[src/cpc_queue.sv]
`timescale 1ns / 1ps
// ----------------------------------------------------------------------------
// Classifier job queue
// Small first-in first-out buffer that lets front and back end stall apart.
// ----------------------------------------------------------------------------
module cpc_queue #(
	parameter int DATA_W = 8,
	parameter int DEPTH = 2
) (
	input  logic              clk,
	input  logic              arst_n,
	input  logic              push_valid,
	output logic              push_ready,
	input  logic [DATA_W-1:0] push_data,
	output logic              pop_valid,
	input  logic              pop_ready,
	output logic [DATA_W-1:0] pop_data
);

	localparam int PTR_W = (DEPTH > 1) ? $clog2(DEPTH) : 1;
	localparam int CNT_W = $clog2(DEPTH + 1);

	logic [DATA_W-1:0] mem_q [DEPTH];
	logic [PTR_W-1:0]  wr_ptr_q, rd_ptr_q;
	logic [CNT_W-1:0]  count_q;
	logic push, pop;

	assign push_ready = (count_q != CNT_W'(DEPTH));
	assign pop_valid  = (count_q != '0);
	assign pop_data   = mem_q[rd_ptr_q];
	assign push       = push_valid && push_ready;
	assign pop        = pop_valid && pop_ready;

	always_ff @(posedge clk or negedge arst_n) begin
		if (!arst_n) begin
			wr_ptr_q <= '0;
			rd_ptr_q <= '0;
			count_q  <= '0;
		end else begin
			if (push) begin
				wr_ptr_q <= (wr_ptr_q == PTR_W'(DEPTH - 1)) ? '0 : wr_ptr_q + 1'b1;
			end
			if (pop) begin
				rd_ptr_q <= (rd_ptr_q == PTR_W'(DEPTH - 1)) ? '0 : rd_ptr_q + 1'b1;
			end
			if (push && !pop) begin
				count_q <= count_q + 1'b1;
			end else if (pop && !push) begin
				count_q <= count_q - 1'b1;
			end
		end
	end

	always_ff @(posedge clk) begin
		if (push) begin
			mem_q[wr_ptr_q] <= push_data;
		end
	end

endmodule

[config.mk]
export PLATFORM = sky130hd
export DESIGN_NAME = cpc_queue
export DESIGN_NICKNAME = d
export VERILOG_FILES = /design/src/cpc_queue.sv
export SDC_FILE = /design/constraint.sdc
export NUM_CORES = 1
export LEC_CHECK = 0
export ABC_AREA = 1
export BUFFER_PORTS_ARGS = -buffer_cell sky130_fd_sc_hd__buf_4
export CORE_MARGIN = 2
export CORE_UTILIZATION = 38
export DETAILED_ROUTE_END_ITERATION = 12
export PLACE_DENSITY = 0.67
export SETUP_SLACK_MARGIN = 0.1
export SYNTH_ARGS = -nofsm -noshare
export SYNTH_HDL_FRONTEND = slang
export SYNTH_SLANG_ARGS = --single-unit
[constraint.sdc]
create_clock -name clk -period 1.8 [get_ports clk]
set_input_delay 0.45 -clock clk [delete_from_list [all_inputs] [get_ports clk]]
set_output_delay 0.45 -clock clk [all_outputs]
set_load 0.05 [all_outputs]
==> impl_metrics.toml, run 1 <==
[cells_and_area]
final_cell_mix = "nand2_1, edfxtp_1, buf_4"
final_util_pct = 55.8
multiInputGateArea_um2 = 211
drive_gt1_share_pct = 37.8
syn2layout_area_growth_pct = 35.1
n_fill_cell = 183
layout_commonest_cell = "nand2_1"
num-nets-final = 112
antenna_cells = 0
seqCellArea_um2 = 582

[sta]
slew_headroom_pct = 87.7
setup-tns-final_ns = 0
layout_min_cycle_time_ns = 1.64
hold_viol = 0
setup_ws_ns = 0.160
clock_skew_ns = 0.00108
worst-slew-pin-transition_ns = 0.185
fmax_ghz = 0.610
setup_viol = 0
period_share_pct = 91.1
maxSlewViolCount = 0
rsz0062_at_grt = "yes"

[logic_synthesis]
synth_compound_area_share_pct = 0
synthCells = 70
yosysWarnings = 0
avgSynthCellArea_um2 = 11.8
synthSimpleGateAreaFrac_pct = 20.7
synthDistinctLibCells = 14
synth_xor_xnor_area_share_pct = 3.03
synth_top_family_by_area = "simple AND/OR/NAND/NOR gates"
yosysSeqAreaShare_pct = 70.2
synthMuxAreaShare_pct = 0
synth-seq-cells = 20
yosys.area_share.adder_pct = 1.51
netlist_area_um2 = 827
syn_nets = 83

[routing]
via_per_inst = 4.38
wl_per_cell_um = 10.3
vias = 548
drt_iter0_drc = 4
wl_mm = 1.28
remaining_drc_errors = 0
ant_nets = 0
dr.pass1.iters = 2

[critical_path]
crit_buf_inv = 2
cp_slowest_cell = "dfrtp_2"
startpoint_type = "flip-flop"
cp-end-kind = "primary output"
path_cells = "buf_12 > nand2_1 > nand2_1 > buf_6"
crit_required_ns = 1.35
cp_top_family = "flip-flops"
critical_path_class = "reg2out"
cpMostUsedCell = "nand2_1"
arrival_ns = 1.19
critical-path-max-stage-delay_ns = 0.49
cp_max_fo = 7

[clock_network]
clock_latency_ns = 0.29
clk_pin_slew_ns = 0.10
cts.htree.levels = 1
cts_root_buffer = "clkbuf_4"
cts_buffers = 3
tritoncts = "yes"
clock_sinks = 20
clk_path_buf_depth = 2

[placement]
portBuffers = 21
place_worst_setup_slack_ns = 0.356
dp_hpwl_mm = 1.00
place.gp.congestion = 0.675

[power]
ir_drop_v = 0.000859
p_per_area_mw_per_mm2 = 1890
p_leak_nw = 0.509

[global_route]
grt_pass1_vias = 542
grt_max_degree = 12
grt_pass1_wl_mm = 2.20
grt_util_all_layers_pct = 11.9
gr-total-overflow = 0
antenna_found_initial = 0

[run]
cap_violations = 0

[floorplan]
die_width_um = 50.7
die_y_um = 50.7
rows = 16
die_area_mm2 = 0.00257
core_mm2 = 0.00200
ios = 22
start_util_pct = 41.3

[run_status]
status = "completed"

[min_path]
min_path_type = "in2reg"
==> path summary, 6_finish.rpt <==
kind / start / endpoint / slack [ns] / cells after the start
max: rd_ptr_q / pop_data[0] / 0.16 / 4
min: push_data[2] / mem_q[1][2] / 0.34 / 1
max reg2reg: count_q[0] / count_q[1] / 0.40 / 9
min reg2reg: count_q[0] / count_q[0] / 0.53 / 1
max in group asynchronous: arst_n / rd_ptr_q / 1.21 / 2
min in group asynchronous: arst_n / count_q[1] / 0.48 / 2
==> state kept, by name, summed over array words and instances (netlist names) <==
| signal | cells |
|---|---|
| mem_q | 16 |
| count_q | 2 |
| wr_ptr_q | 1 |
| rd_ptr_q | 1 |
==> cells by family after synthesis <==
group / Yosys count
adder cells (fa/ha/maj): 1
flip-flops: 20
AND/OR/NAND/NOR: 39
buffers and inverters: 8
XOR/XNOR: 2
==> cell usage after synthesis <==
library cell	n	area (um^2)
xor2_2	1	16.3
nand4_1	1	6.26
nand2_2	2	12.5
xnor2_1	1	8.76
nand3_1	2	10.0
nor2_1	2	7.51
dfrtp_1	4	100
nand2_4	2	22.5
edfxtp_1	16	480
inv_2	3	11.3
nand2_1	30	113
inv_1	4	15.0
ha_1	1	12.5
buf_6	1	11.3
==> worst register-to-register path, stage by stage, from the launching register on <==
cell	delay (ns)
dfrtp_1	0.43
inv_2	0.11
nand2_4	0.06
nand2_4	0.08
inv_1	0.04
ha_1	0.29
inv_1	0.08
nand3_1	0.08
nand2_1	0.06
nand2_1	0.06
==> timing repair <==
action | 4_1_cts | 5_1_grt
buffers inserted | 0 | 1
hold buffers | 1 | 0
endpoints found under the setup margin | 8 | 8
resized for setup | 2 | 10
hold endpoints to repair | 4 | 0
==> metal layers <==
| layer | part of all wire (%) | track usage (%) |
|---|---|---|
| met1 | 39 | 13.7 |
| met2 | 57 | 20.8 |
| met4 | 1.1 | 6.76 |
| met5 | 0 | 0 |
| met3 | 2.9 | 1.79 |
==> metrics by stage <==
step / hold slack (ns) / instances / instance area (um^2) / power, mW
final: 0.336 / 125 / 1120 / 2.11
after global routing: 0.313 / 125 / 1120 / 2.26
after CTS: 0.328 / 124 / 1060 / 2.01
after detailed placement: 0.249 / 119 / 1020 / 1.80
after global placement: 0.250 / 119 / 1020 / 1.77
after floorplan: 0.154 / 70 / 827 / 1.50
==> area by class of cell <==
| type | instances | share of cell area [%] |
|---|---|---|
| timing repair buffer | 25 | 20.8 |
| clock inverter | 1 | 0.336 |
| inverter | 7 | 2.80 |
| clock buffer | 3 | 2.02 |
| multi-input combinational | 42 | 18.9 |
| tap | 27 | 3.02 |
| sequential | 20 | 52.1 |
==> where the power goes <==
part	switching [mW]	internal, mW	leakage (nW)
Clock	0.125	0.0806	0.0154
Combinational	0.757	0.420	0.298
Sequential	0.0857	0.646	0.195
Power figures use the tool's default switching activity.
==> run 2, diff against run 1 <==
--- a/config.mk
+++ b/config.mk
@@ -8,10 +8,11 @@
 export ABC_AREA = 1
 export BUFFER_PORTS_ARGS = -buffer_cell sky130_fd_sc_hd__buf_4
 export CORE_MARGIN = 2
-export CORE_UTILIZATION = 38
+export CORE_UTILIZATION = 49
 export DETAILED_ROUTE_END_ITERATION = 12
-export PLACE_DENSITY = 0.67
+export PLACE_DENSITY = 0.81
 export SETUP_SLACK_MARGIN = 0.1
 export SYNTH_ARGS = -nofsm -noshare
 export SYNTH_HDL_FRONTEND = slang
 export SYNTH_SLANG_ARGS = --single-unit
+export TNS_END_PERCENT = 10
==> run 2 against run 1 <==
Effect of this change:
- cell count fell by 8.0%
- register-to-register slack about the same
- largest power group unchanged
- sequential power down 2%
- core utilization is 16 points higher
- critical endpoint is now pop_data[1]
- setup slack worse by 0.011 ns
- clock power grew 80%
- via count increased by 2.9%
- sequential share of layout area rose by 0.47 points
- total power grew 5.3%
- global-route usage increased by 3.8 points
- first-iteration DRC count grew to 2.8 times the previous value
- non-clock buffer count rose by 1
==> impl_metrics.toml, run 2 (same netlist as run 1, synthesis figures left out) <==
[sta]
maxSlewViolCount = 0
period_share_pct = 91.7
hold_viol = 0
slew_headroom_pct = 87.0
layout_min_cycle_time_ns = 1.65
clock_skew_ns = 0.00192
whs_ns = 0.317
worst-slew-pin-transition_ns = 0.195
fmax_ghz = 0.606
setup-tns-final_ns = 0
setup_viol = 0
rsz0062_at_grt = "yes"

[clock_network]
clock_latency_ns = 0.31
clock_sinks = 20
cts_root_buffer = "clkbuf_4"
clk_pin_slew_ns = 0.11
tritoncts = "yes"
cts.htree.levels = 1
clk_path_buf_depth = 2
cts_buffers = 3

[min_path]
min_path_type = "in2reg"
hold_depth = 1
min_from = "push_data[2]"
hold_path_end = "mem_q[1][2]"

[power]
power.share.switching_pct = 43.9
p_per_area_mw_per_mm2 = 2010
switching_power_uw = 977
power.internal_mw = 1.25
p_comb_share_pct = 51.1
p_leak_nw = 0.517
p_seq_share_pct = 32.3
ir_drop_v = 0.00126
clkPwrFrac_pct = 16.6

[floorplan]
die_area_mm2 = 0.00203
ios = 22
core_mm2 = 0.00154
die_y_um = 45.1
die_width_um = 45.1
rows = 14
start_util_pct = 53.7

[routing]
ant_nets = 0
via_per_inst = 4.90
remaining_drc_errors = 0
drt_iter0_drc = 11
wl_mm = 1.33
dr_wl_met2_um = 755
top_layer = "met4"
met1Wirelength_um = 492
wl_per_cell_um = 11.6
vias = 564
dr.pass1.iters = 5
wl_met3_um = 55

[cells_and_area]
num-nets-final = 113
final_util_pct = 71.8
design_area_mm2 = 0.00111
largest_register_ffs = 16
seqCellArea_um2 = 582
largest-register = "mem_q"
syn2layout_area_growth_pct = 33.9
reg_top3 = "mem_q x16, count_q x2"
layout_commonest_cell = "nand2_1"
multiInputGateArea_um2 = 211
drive_gt1_share_pct = 39.4
antenna_cells = 0
n_fill_cell = 112
final_cell_mix = "nand2_1, buf_4, edfxtp_1"

[critical_path]
r2r_setup_slack_ns = 0.40
arrival_ns = 1.20
startpoint_type = "flip-flop"
r2r_cells = 9
r2r-start = "count_q[0]"
crit_required_ns = 1.35
critical_path_class = "reg2out"
cp-end-kind = "primary output"
cp_max_fo = 4
reg2reg_to = "count_q[1]"

[run_status]
status = "completed"

[run]
cap_violations = 0

[placement]
placed_area_mm2 = 0.00101
portBuffers = 21
place.gp.congestion = 0.708
dp_hpwl_mm = 1.01

[global_route]
grt_pass1_wl_mm = 2.11
antenna_found_initial = 0
grt_util_all_layers_pct = 15.7
gr-total-overflow = 0
grt_max_degree = 13
grt_pass1_vias = 531
run 2: critical path, cell delays in order, from the launching register on:
cell and delay [ns]:
dfrtp_2 0.46, buf_4 0.16, nand2_1 0.06, nand2_1 0.05
buf_4 0.18
run 2: worst max-delay path by stage:
stage                           from           to  cells after the start
after floorplan           count_q[1]   count_q[1]                      8
after global placement      rd_ptr_q  pop_data[2]                      4
after detailed placement    rd_ptr_q  pop_data[2]                      4
after CTS                   rd_ptr_q  pop_data[2]                      4
after global routing        rd_ptr_q  pop_data[4]                      4
final                       rd_ptr_q  pop_data[1]                      4
run 2: through the flow:
step	setup WS (ns)	instances	total power [mW]
final	0.149	115	2.23
after floorplan	0.366	70	1.50
after global routing	0.0907	115	2.35
after global placement	0.393	108	1.76
after CTS	0.125	115	2.20
after detailed placement	0.376	108	1.80
run 2: power by group through the flow:
| stage | clock network (mW) | registers, mW | logic (mW) |
|---|---|---|---|
| after floorplan | 0 | 0.702 | 0.802 |
| after global routing | 0.396 | 0.728 | 1.22 |
| after detailed placement | 0 | 0.741 | 1.05 |
| final | 0.369 | 0.719 | 1.14 |
| after global placement | 0 | 0.732 | 1.03 |
| after CTS | 0.378 | 0.715 | 1.11 |
run 2: timing repair:
action / 4_1_cts / 5_1_grt
setup endpoints to repair: 8 / 8
resized for setup: 1 / 6
pin swaps: 0 / 0
hold buffers: 1 / 0
setup buffers: 2 / 0
hold endpoints to repair: 4 / 0
run 2: cell type report:
cell class | instances | share of cell area (%)
clock buffers | 3 | 2.03
clock inverters | 1 | 2.71
inverters | 7 | 2.60
multi-input cells | 42 | 19.1
flip-flops and latches | 20 | 52.5
well taps | 16 | 1.81
repair buffers | 26 | 19.2
run 2: routing by layer:
layer / vias to the layer above / GRT usage (%)
li1: 280 / -
met1: 268 / 15.3
met2: 13 / 28.0
met3: 3 / 4.80
met4: 0 / 10.6
met5: - / 0
