`src/cpc_pkg.sv`:
```
`timescale 1ns / 1ps
// ----------------------------------------------------------------------------
// Convex polygon classifier package
// Shared types and constants for the classifier front end, queue and back end.
// ----------------------------------------------------------------------------
package cpc_pkg;

	// Width of the coordinate fields on the vertex port.
	localparam int FIELD_WIDTH = 32;

	// Checks carried by one job: the running triple and the two wrap-around triples.
	localparam int LANES = 3;

	// Entries in the queue between front and back end.
	localparam int QUEUE_DEPTH = 2;

	// Reversal count saturates here, and more than REV_LIMIT reversals fail the polygon.
	localparam logic [1:0] REV_SAT   = 2'd3;
	localparam logic [1:0] REV_LIMIT = 2'd2;

	// Sign values used for direction and turn.
	typedef logic signed [1:0] sign_t;
	localparam sign_t SIGN_NEG  = -2'sd1;
	localparam sign_t SIGN_ZERO = 2'sd0;
	localparam sign_t SIGN_POS  = 2'sd1;

	typedef enum logic [1:0] {
		CLASS_CCW        = 2'd0,
		CLASS_CW         = 2'd1,
		CLASS_NOT_CONVEX = 2'd2
	} class_t;

	// Control part of a job passed from the front end to the back end.
	typedef struct packed {
		logic tri_en;   // the running triple is checked
		logic wrap_en;  // the two wrap-around triples are checked
		logic last;     // closing vertex: a class is produced
	} cpc_ctl_t;

endpackage

```
`src/cpc_front.sv`:
```
`timescale 1ns / 1ps
// ----------------------------------------------------------------------------
// Classifier front end
// Keeps the vertex history and turns each vertex into a job of up to three
// triple checks, each with its lexicographic direction and cross-product terms.
// ----------------------------------------------------------------------------
module cpc_front import cpc_pkg::*; #(
	parameter int COORD_WIDTH = 32,
	localparam int DW = COORD_WIDTH + 1,
	localparam int LANE_W = 4 * DW + 2
) (
	input  logic                              clk,
	input  logic                              arst_n,
	input  logic                              vertex_valid,
	output logic                              vertex_ready,
	input  logic signed [FIELD_WIDTH-1:0]     point_x,
	input  logic signed [FIELD_WIDTH-1:0]     point_y,
	input  logic                              last,
	output logic                              job_valid,
	input  logic                              job_ready,
	output cpc_ctl_t                          job_ctl,
	output logic [LANES*LANE_W-1:0]           job_geo
);

	logic signed [COORD_WIDTH-1:0] vx, vy;
	logic signed [COORD_WIDTH-1:0] first_x_q, first_y_q, second_x_q, second_y_q;
	logic signed [COORD_WIDTH-1:0] older_x_q, older_y_q, newer_x_q, newer_y_q;
	logic [1:0] seen_q;
	logic accept;

	// Lexicographic sign of q minus r and the four differences of the cross product
	// (p.x - q.x) * (q.y - r.y) - (p.y - q.y) * (q.x - r.x).
	function automatic logic [LANE_W-1:0] lane_geo(
		input logic signed [COORD_WIDTH-1:0] px, py, qx, qy, rx, ry);
		logic [DW-1:0] a, b, c, d;
		sign_t dir;
		a = {px[COORD_WIDTH-1], px} - {qx[COORD_WIDTH-1], qx};
		b = {qy[COORD_WIDTH-1], qy} - {ry[COORD_WIDTH-1], ry};
		c = {py[COORD_WIDTH-1], py} - {qy[COORD_WIDTH-1], qy};
		d = {qx[COORD_WIDTH-1], qx} - {rx[COORD_WIDTH-1], rx};
		if (qx < rx) begin
			dir = SIGN_NEG;
		end else if (qx > rx) begin
			dir = SIGN_POS;
		end else if (qy < ry) begin
			dir = SIGN_NEG;
		end else if (qy > ry) begin
			dir = SIGN_POS;
		end else begin
			dir = SIGN_ZERO;
		end
		return {dir, a, b, c, d};
	endfunction

	assign vx = point_x[COORD_WIDTH-1:0];
	assign vy = point_y[COORD_WIDTH-1:0];

	assign vertex_ready = job_ready;
	assign job_valid    = vertex_valid;
	assign accept       = vertex_valid && job_ready;

	always_comb begin
		job_ctl.tri_en  = seen_q[1];
		job_ctl.wrap_en = seen_q[1] && last;
		job_ctl.last    = last;
		// The wrap-around triples see the history as it stands after this vertex.
		job_geo[0*LANE_W +: LANE_W] = lane_geo(older_x_q, older_y_q, newer_x_q, newer_y_q, vx, vy);
		job_geo[1*LANE_W +: LANE_W] = lane_geo(newer_x_q, newer_y_q, vx, vy,
			first_x_q, first_y_q);
		job_geo[2*LANE_W +: LANE_W] = lane_geo(vx, vy, first_x_q, first_y_q,
			second_x_q, second_y_q);
	end

	always_ff @(posedge clk or negedge arst_n) begin
		if (!arst_n) begin
			seen_q <= '0;
		end else if (accept) begin
			if (last) begin
				seen_q <= '0;
			end else if (seen_q != 2'd3) begin
				seen_q <= seen_q + 2'd1;
			end
		end
	end

	always_ff @(posedge clk) begin
		if (accept) begin
			if (seen_q == 2'd0) begin
				first_x_q <= vx;
				first_y_q <= vy;
			end
			if (seen_q == 2'd1) begin
				second_x_q <= vx;
				second_y_q <= vy;
			end
			older_x_q <= newer_x_q;
			older_y_q <= newer_y_q;
			newer_x_q <= vx;
			newer_y_q <= vy;
		end
	end

endmodule

```
`config.mk`:
```
export PLATFORM = sky130hd
export DESIGN_NAME = cpc_front
export DESIGN_NICKNAME = d
export VERILOG_FILES = /design/src/cpc_pkg.sv /design/src/cpc_front.sv
export SDC_FILE = /design/constraint.sdc
export NUM_CORES = 1
export LEC_CHECK = 0
export ABC_AREA = 1
export BUFFER_PORTS_ARGS = -buffer_cell sky130_fd_sc_hd__buf_2
export CORE_MARGIN = 5
export CORE_UTILIZATION = 45
export DETAILED_ROUTE_END_ITERATION = 12
export GPL_TIMING_DRIVEN = 1
export PLACE_DENSITY = 0.79
export SLEW_MARGIN = 5
export SYNTH_ARGS = -nofsm -noshare
export SYNTH_HDL_FRONTEND = slang
export SYNTH_SLANG_ARGS = --single-unit
```
`constraint.sdc`:
```
create_clock -name clk -period 5.5 [get_ports clk]
set_input_delay 1.1 -clock clk [delete_from_list [all_inputs] [get_ports clk]]
set_output_delay 1.1 -clock clk [all_outputs]
set_load 0.01 [all_outputs]
```
==> results.yml, run 1 <==
run_status:
  outcome: "complete, no violations"
grt:
  grt_pass1_vias: 23898
  track_usage: 0.274
  grt_overflow_total: 0
  grt_start_max_net_pins: 68
  grt_pass1_wl_um: 136000
  antenna_found_initial: 7
critical_path:
  worst-path-max-fanout: 8
  worst_path_most_repeated_cell: "buf_2"
  path_cells: "buf_2 -> ha_1 -> inv_2 -> nor2_2 -> nand3_1 -> nor4_2 -> nand4_1 -> nor2_1 -> nand2_1 -> buf_2"
  end_kind: "primary output"
  crit_path_max_incr_delay_ps: 610
  reg2regPathDepth: 5
  arrival_ps: 3640
  r2r_start: "seen_q[1]"
  rrSetupSlack_ps: 3050
  rr_endpoint: "second_y_q[9]"
  worstPathRequired_ps: 4400
  cp_top_family: "simple AND/OR/NAND/NOR gates"
  crit_buf_inv: 3
  startpoint_type: "primary input"
  critPathSlowestCell: "nor4_2"
  path_class: "primary input to primary output"
clocking:
  clk_pin_slew_ps: 70
  clkLatencyLatePin_ps: 590
  ctsHoldBuffers: 0
  cts_max_level: 1
  numCtsBuffers: 30
  ctsResizeCount: 0
  postCtsSetupBuffers: 0
  cts_tree: "built"
  clock_sinks: 258
  cts_root_buffer: "clkbuf_16"
  cts_buffer_depth: 3
pwr:
  power_leakage_uw: 0.0145
  p_per_area_nw_per_um2: 268
  vdd_ir_drop_max_v: 0.000224
sta:
  setup_tns_ps: 0
  fin_crit_sh: 0.862
  worstMarginPinSlew_ps: 996
  maxSlewViolCount: 0
  final-hold-violation-count: 0
  max_freq_ghz: 0.211
  setup_viol: 0
  fin_skew_ps: 16.5
  slew_headroom: 0.335
  grt_setup_unrepaired: "no"
  setup_slack_ps: 757
  period_needed_ps: 4740
floorplan:
  core_area_um2: 57500
  initial_core_util: 0.452
  die_w_um: 250
  dieArea_um2: 62600
  core.rowCount: 88
  io_pins: 476
  die_y_um: 250
logic_synthesis:
  synth_top_family_by_area: "simple AND/OR/NAND/NOR gates"
  syn_inst: 3556
  async_reset_ff_frac: 0.00775
  synth_nets: 3898
  synthFlopType: "edfxtp_1"
  netlist_area_um2: 26000
  synth_xor_area_frac: 0.0661
  yosysTopAreaCell: "edfxtp_1"
  yosys_register_bits: 258
  synth-edff-count: 256
  synthAdderAreaFrac: 0.134
  synth.avg_cell_area_um2: 7.30
  ys_seq_area_frac: 0.298
  synthMuxAreaShare: 0
  yosys.area.top_type_share: 0.296
  synth_compound_area_frac: 0.148
  synth_area_leaders: "edfxtp_1 (30%), ha_1 (13%), nand2_1 (11%)"
  yosys_warnings: 0
  synthDistinctLibCells: 49
  yosys.area_share.simple: 0.228
worst_hold_path:
  hp-class: "primary input to asynchronous set/reset pin"
cells_and_area:
  syn2layout_area_growth_pct: 12.8
  nets: 4269
  layout_commonest_cell: "nand2_1"
  multi_input_area_um2: 15000
  layout_common_cells: "nand2_1 (777), inv_1 (588), buf_2 (475)"
  drive_gt1_frac: 0.154
  fill_cells: 5839
  seqCellArea_um2: 7740
routing:
  vias: 25371
  drt_first_pass_iters: 6
  drt_wl_total_um: 91600
  initialDrtViolationCount: 1955
  wl_per_cell_um: 19.4
  viasPerCell: 5.37
  drtAntennaViolNets: 0
  drc: 0
place:
  dpl.hpwl_um: 78700
  pre_cts_ws_ps: 770
  io_buffer_count: 475
  gp_congestion: 1.02
job:
  cap_violations: 0
[sequential cells by signal (all words and copies together), names as in the netlist]
signal / flops
first_x_q: 32
first_y_q: 32
newer_x_q: 32
newer_y_q: 32
older_x_q: 32
older_y_q: 32
second_x_q: 32
second_y_q: 32
seen_q: 2
[layer usage]
layer / GRT usage / wire (µm)
met2: 0.444 / 41100
met1: 0.390 / 41400
met3: 0.0266 / 5720
met4: 0.0848 / 3310
met5: 0 / 39
[cell families after synthesis]
group / count (synthesis)
buf+inv: 736
fa+ha+maj: 273
simple gates: 1425
flops: 258
compound gates: 668
xor+xnor: 196
[cell type report]
cell class | instances | area share
clock buffers | 36 | 0.0271
repair buffers | 479 | 0.0822
flip-flops and latches | 258 | 0.264
diodes | 6 | 0.000512
multi-input cells | 2562 | 0.511
inverters | 596 | 0.0764
well taps | 765 | 0.0327
clock inverters | 20 | 0.00611
[where the power goes]
part	total, µW	switching (µW)	internal [µW]
Sequential	2380	84.3	2300
Combinational	3500	2320	1180
Clock	1980	852	1130
[synth_stat cells (25+ instances only)]
cell / instances
nand2_1: 777
edfxtp_1: 256
a21oi_1: 336
nand3_1: 156
a21o_1: 32
buf_4: 137
o21ai_1: 25
o21ai_0: 152
xnor2_1: 41
nor2_1: 350
nor3_1: 51
inv_1: 589
ha_1: 265
nand4_1: 42
xor2_1: 155
[how the worst max path moves through the flow]
stage | end | depth (start not counted) | start
2_1_floorplan | first_x_q[0] | 2 | vertex_valid
5_1_grt | job_geo[266] | 10 | point_x[31]
3_5_place_dp | job_geo[266] | 10 | point_x[31]
4_1_cts | job_geo[266] | 10 | point_x[31]
6_report | job_geo[266] | 10 | point_x[31]
3_3_place_gp | job_geo[266] | 10 | point_x[31]
[through the flow]
| stage | std cells | power, µW | hold slack [ps] | area, µm² | utilization |
|---|---|---|---|---|---|
| floorplan | 3556 | 4760 | 454 | 26000 | - |
| global placement | 4660 | 5870 | 472 | 28300 | 0.493 |
| detailed placement | 4660 | 5880 | 480 | 28300 | 0.493 |
| CTS | 4716 | 7880 | 242 | 29300 | 0.510 |
| global route | 4718 | 8290 | 262 | 29300 | 0.510 |
| finish | 4722 | 7860 | 282 | 29300 | 0.510 |
(Power assumes the default switching activity.)
==> run 2, diff against run 1 <==
CORE_ASPECT_RATIO = 1.75   (was not set)
==> results.yml, run 2 (synthesized netlist as in run 1, its figures left out) <==
clocking:
  cts_tree: "built"
  cts_root_buffer: "clkbuf_16"
  ctsResizeCount: 0
  numCtsBuffers: 28
  clkLatencyLatePin_ps: 600
  ctsHoldBuffers: 0
  postCtsSetupBuffers: 0
  clk_pin_slew_ps: 60
  cts_buffer_depth: 3
  clock_sinks: 258
  cts_max_level: 1
grt:
  grt_pass1_vias: 26179
  grt_pass1_wl_um: 150000
  grt_start_max_net_pins: 71
  grt_overflow_total: 0
  antenna_found_initial: 17
  track_usage: 0.321
cells_and_area:
  drive_gt1_frac: 0.154
  nets: 4269
  fill_cells: 5877
  finalCoreUtilization: 0.512
  layout_commonest_cell: "nand2_1"
  finalInstanceArea_um2: 29300
  syn2layout_area_growth_pct: 12.7
  layout_common_cells: "nand2_1 (777), inv_1 (588), buf_2 (475)"
  finalNonFillerCells: 4724
routing:
  drc: 0
  wl_per_cell_um: 22.3
  viasPerCell: 5.43
  initialDrtViolationCount: 1563
  drt_first_pass_iters: 8
  vias: 25665
  drt_wl_total_um: 105000
  drtAntennaViolNets: 0
run_status:
  outcome: "complete, no violations"
pwr:
  vdd_ir_drop_max_v: 0.000323
  total_power_uw: 7940
  p_per_area_nw_per_um2: 271
  power_leakage_uw: 0.0145
sta:
  period_needed_ps: 5060
  slew_headroom: 0.234
  maxSlewViolCount: 0
  fin_skew_ps: 32.0
  fin_crit_sh: 0.920
  setup_viol: 0
  worstMarginPinSlew_ps: 1140
  setup_tns_ps: 0
  final-hold-violation-count: 0
  max_freq_ghz: 0.198
  grt_setup_unrepaired: "no"
place:
  io_buffer_count: 475
  placed_cells: 4664
  dpl_cell_area_um2: 28300
  gp_congestion: 1.07
  dpl.hpwl_um: 90200
critical_path:
  end_kind: "primary output"
  path_class: "primary input to primary output"
  startpoint_type: "primary input"
  worstPathRequired_ps: 4400
  arrival_ps: 3960
  worst-path-max-fanout: 5
floorplan:
  initial_core_util: 0.454
  die_w_um: 192
  core.rowCount: 116
  core_area_um2: 57200
  dieArea_um2: 62800
  die_y_um: 328
  io_pins: 476
worst_hold_path:
  hp-class: "primary input to asynchronous set/reset pin"
job:
  cap_violations: 0
[run 2: worst max-delay path, cell delays in order]
cell and delay (ps):
buf_2 160, inv_1 60, ha_1 340, nand2_1 150, nor2_1 260, inv_1 190
nor3_2 450, nand3_1 130, o21ai_1 410, xor2_1 470, buf_2 230
[run 2: power by group]
group / internal (µW) / leakage, µW / switching, µW
logic: 1180 / 0.0116 / 2440
clock network: 1080 / 0.000441 / 852
registers: 2300 / 0.00240 / 76.6
total: 4560 / 0.0145 / 3370
[run 2: layout make-up]
| cell class | count | area (µm²) | area share |
|---|---|---|---|
| antenna | 8 | 20.0 | 0.000684 |
| clock buffer | 32 | 716 | 0.0244 |
| clock inverter | 20 | 204 | 0.00696 |
| inverter | 596 | 2240 | 0.0765 |
| multi-input combinational | 2562 | 15000 | 0.511 |
| sequential | 258 | 7740 | 0.264 |
| tap | 767 | 960 | 0.0328 |
| timing repair buffer | 481 | 2430 | 0.0831 |
[run 2: per-layer routing]
layer	global-route usage	vias up	routed length, µm
li1	-	12395	-
met3	0.0659	395	7320
met1	0.281	11737	32300
met2	0.608	1120	54300
met4	0.268	18	11200
met5	0	-	119
[run 2: path summary, 6_finish.rpt]
path	slack, ps	endpoint	cells past startpoint	start
max	440	job_geo[18]	11	point_x[16]
min	300	seen_q[0]	1	arst_n
max reg2reg	3510	second_x_q[25]	5	seen_q[1]
min reg2reg	490	older_x_q[27]	0	newer_x_q[27]
max in group asynchronous	5110	seen_q[1]	1	arst_n
min in group clk	490	older_x_q[27]	0	newer_x_q[27]
[run 2: metrics by stage]
stage               worst slack [ps]  hold slack [ps]
floorplan                       1150              454
global placement                 550              467
detailed placement               577              477
CTS                              577              278
global route                     510              291
finish                           440              302
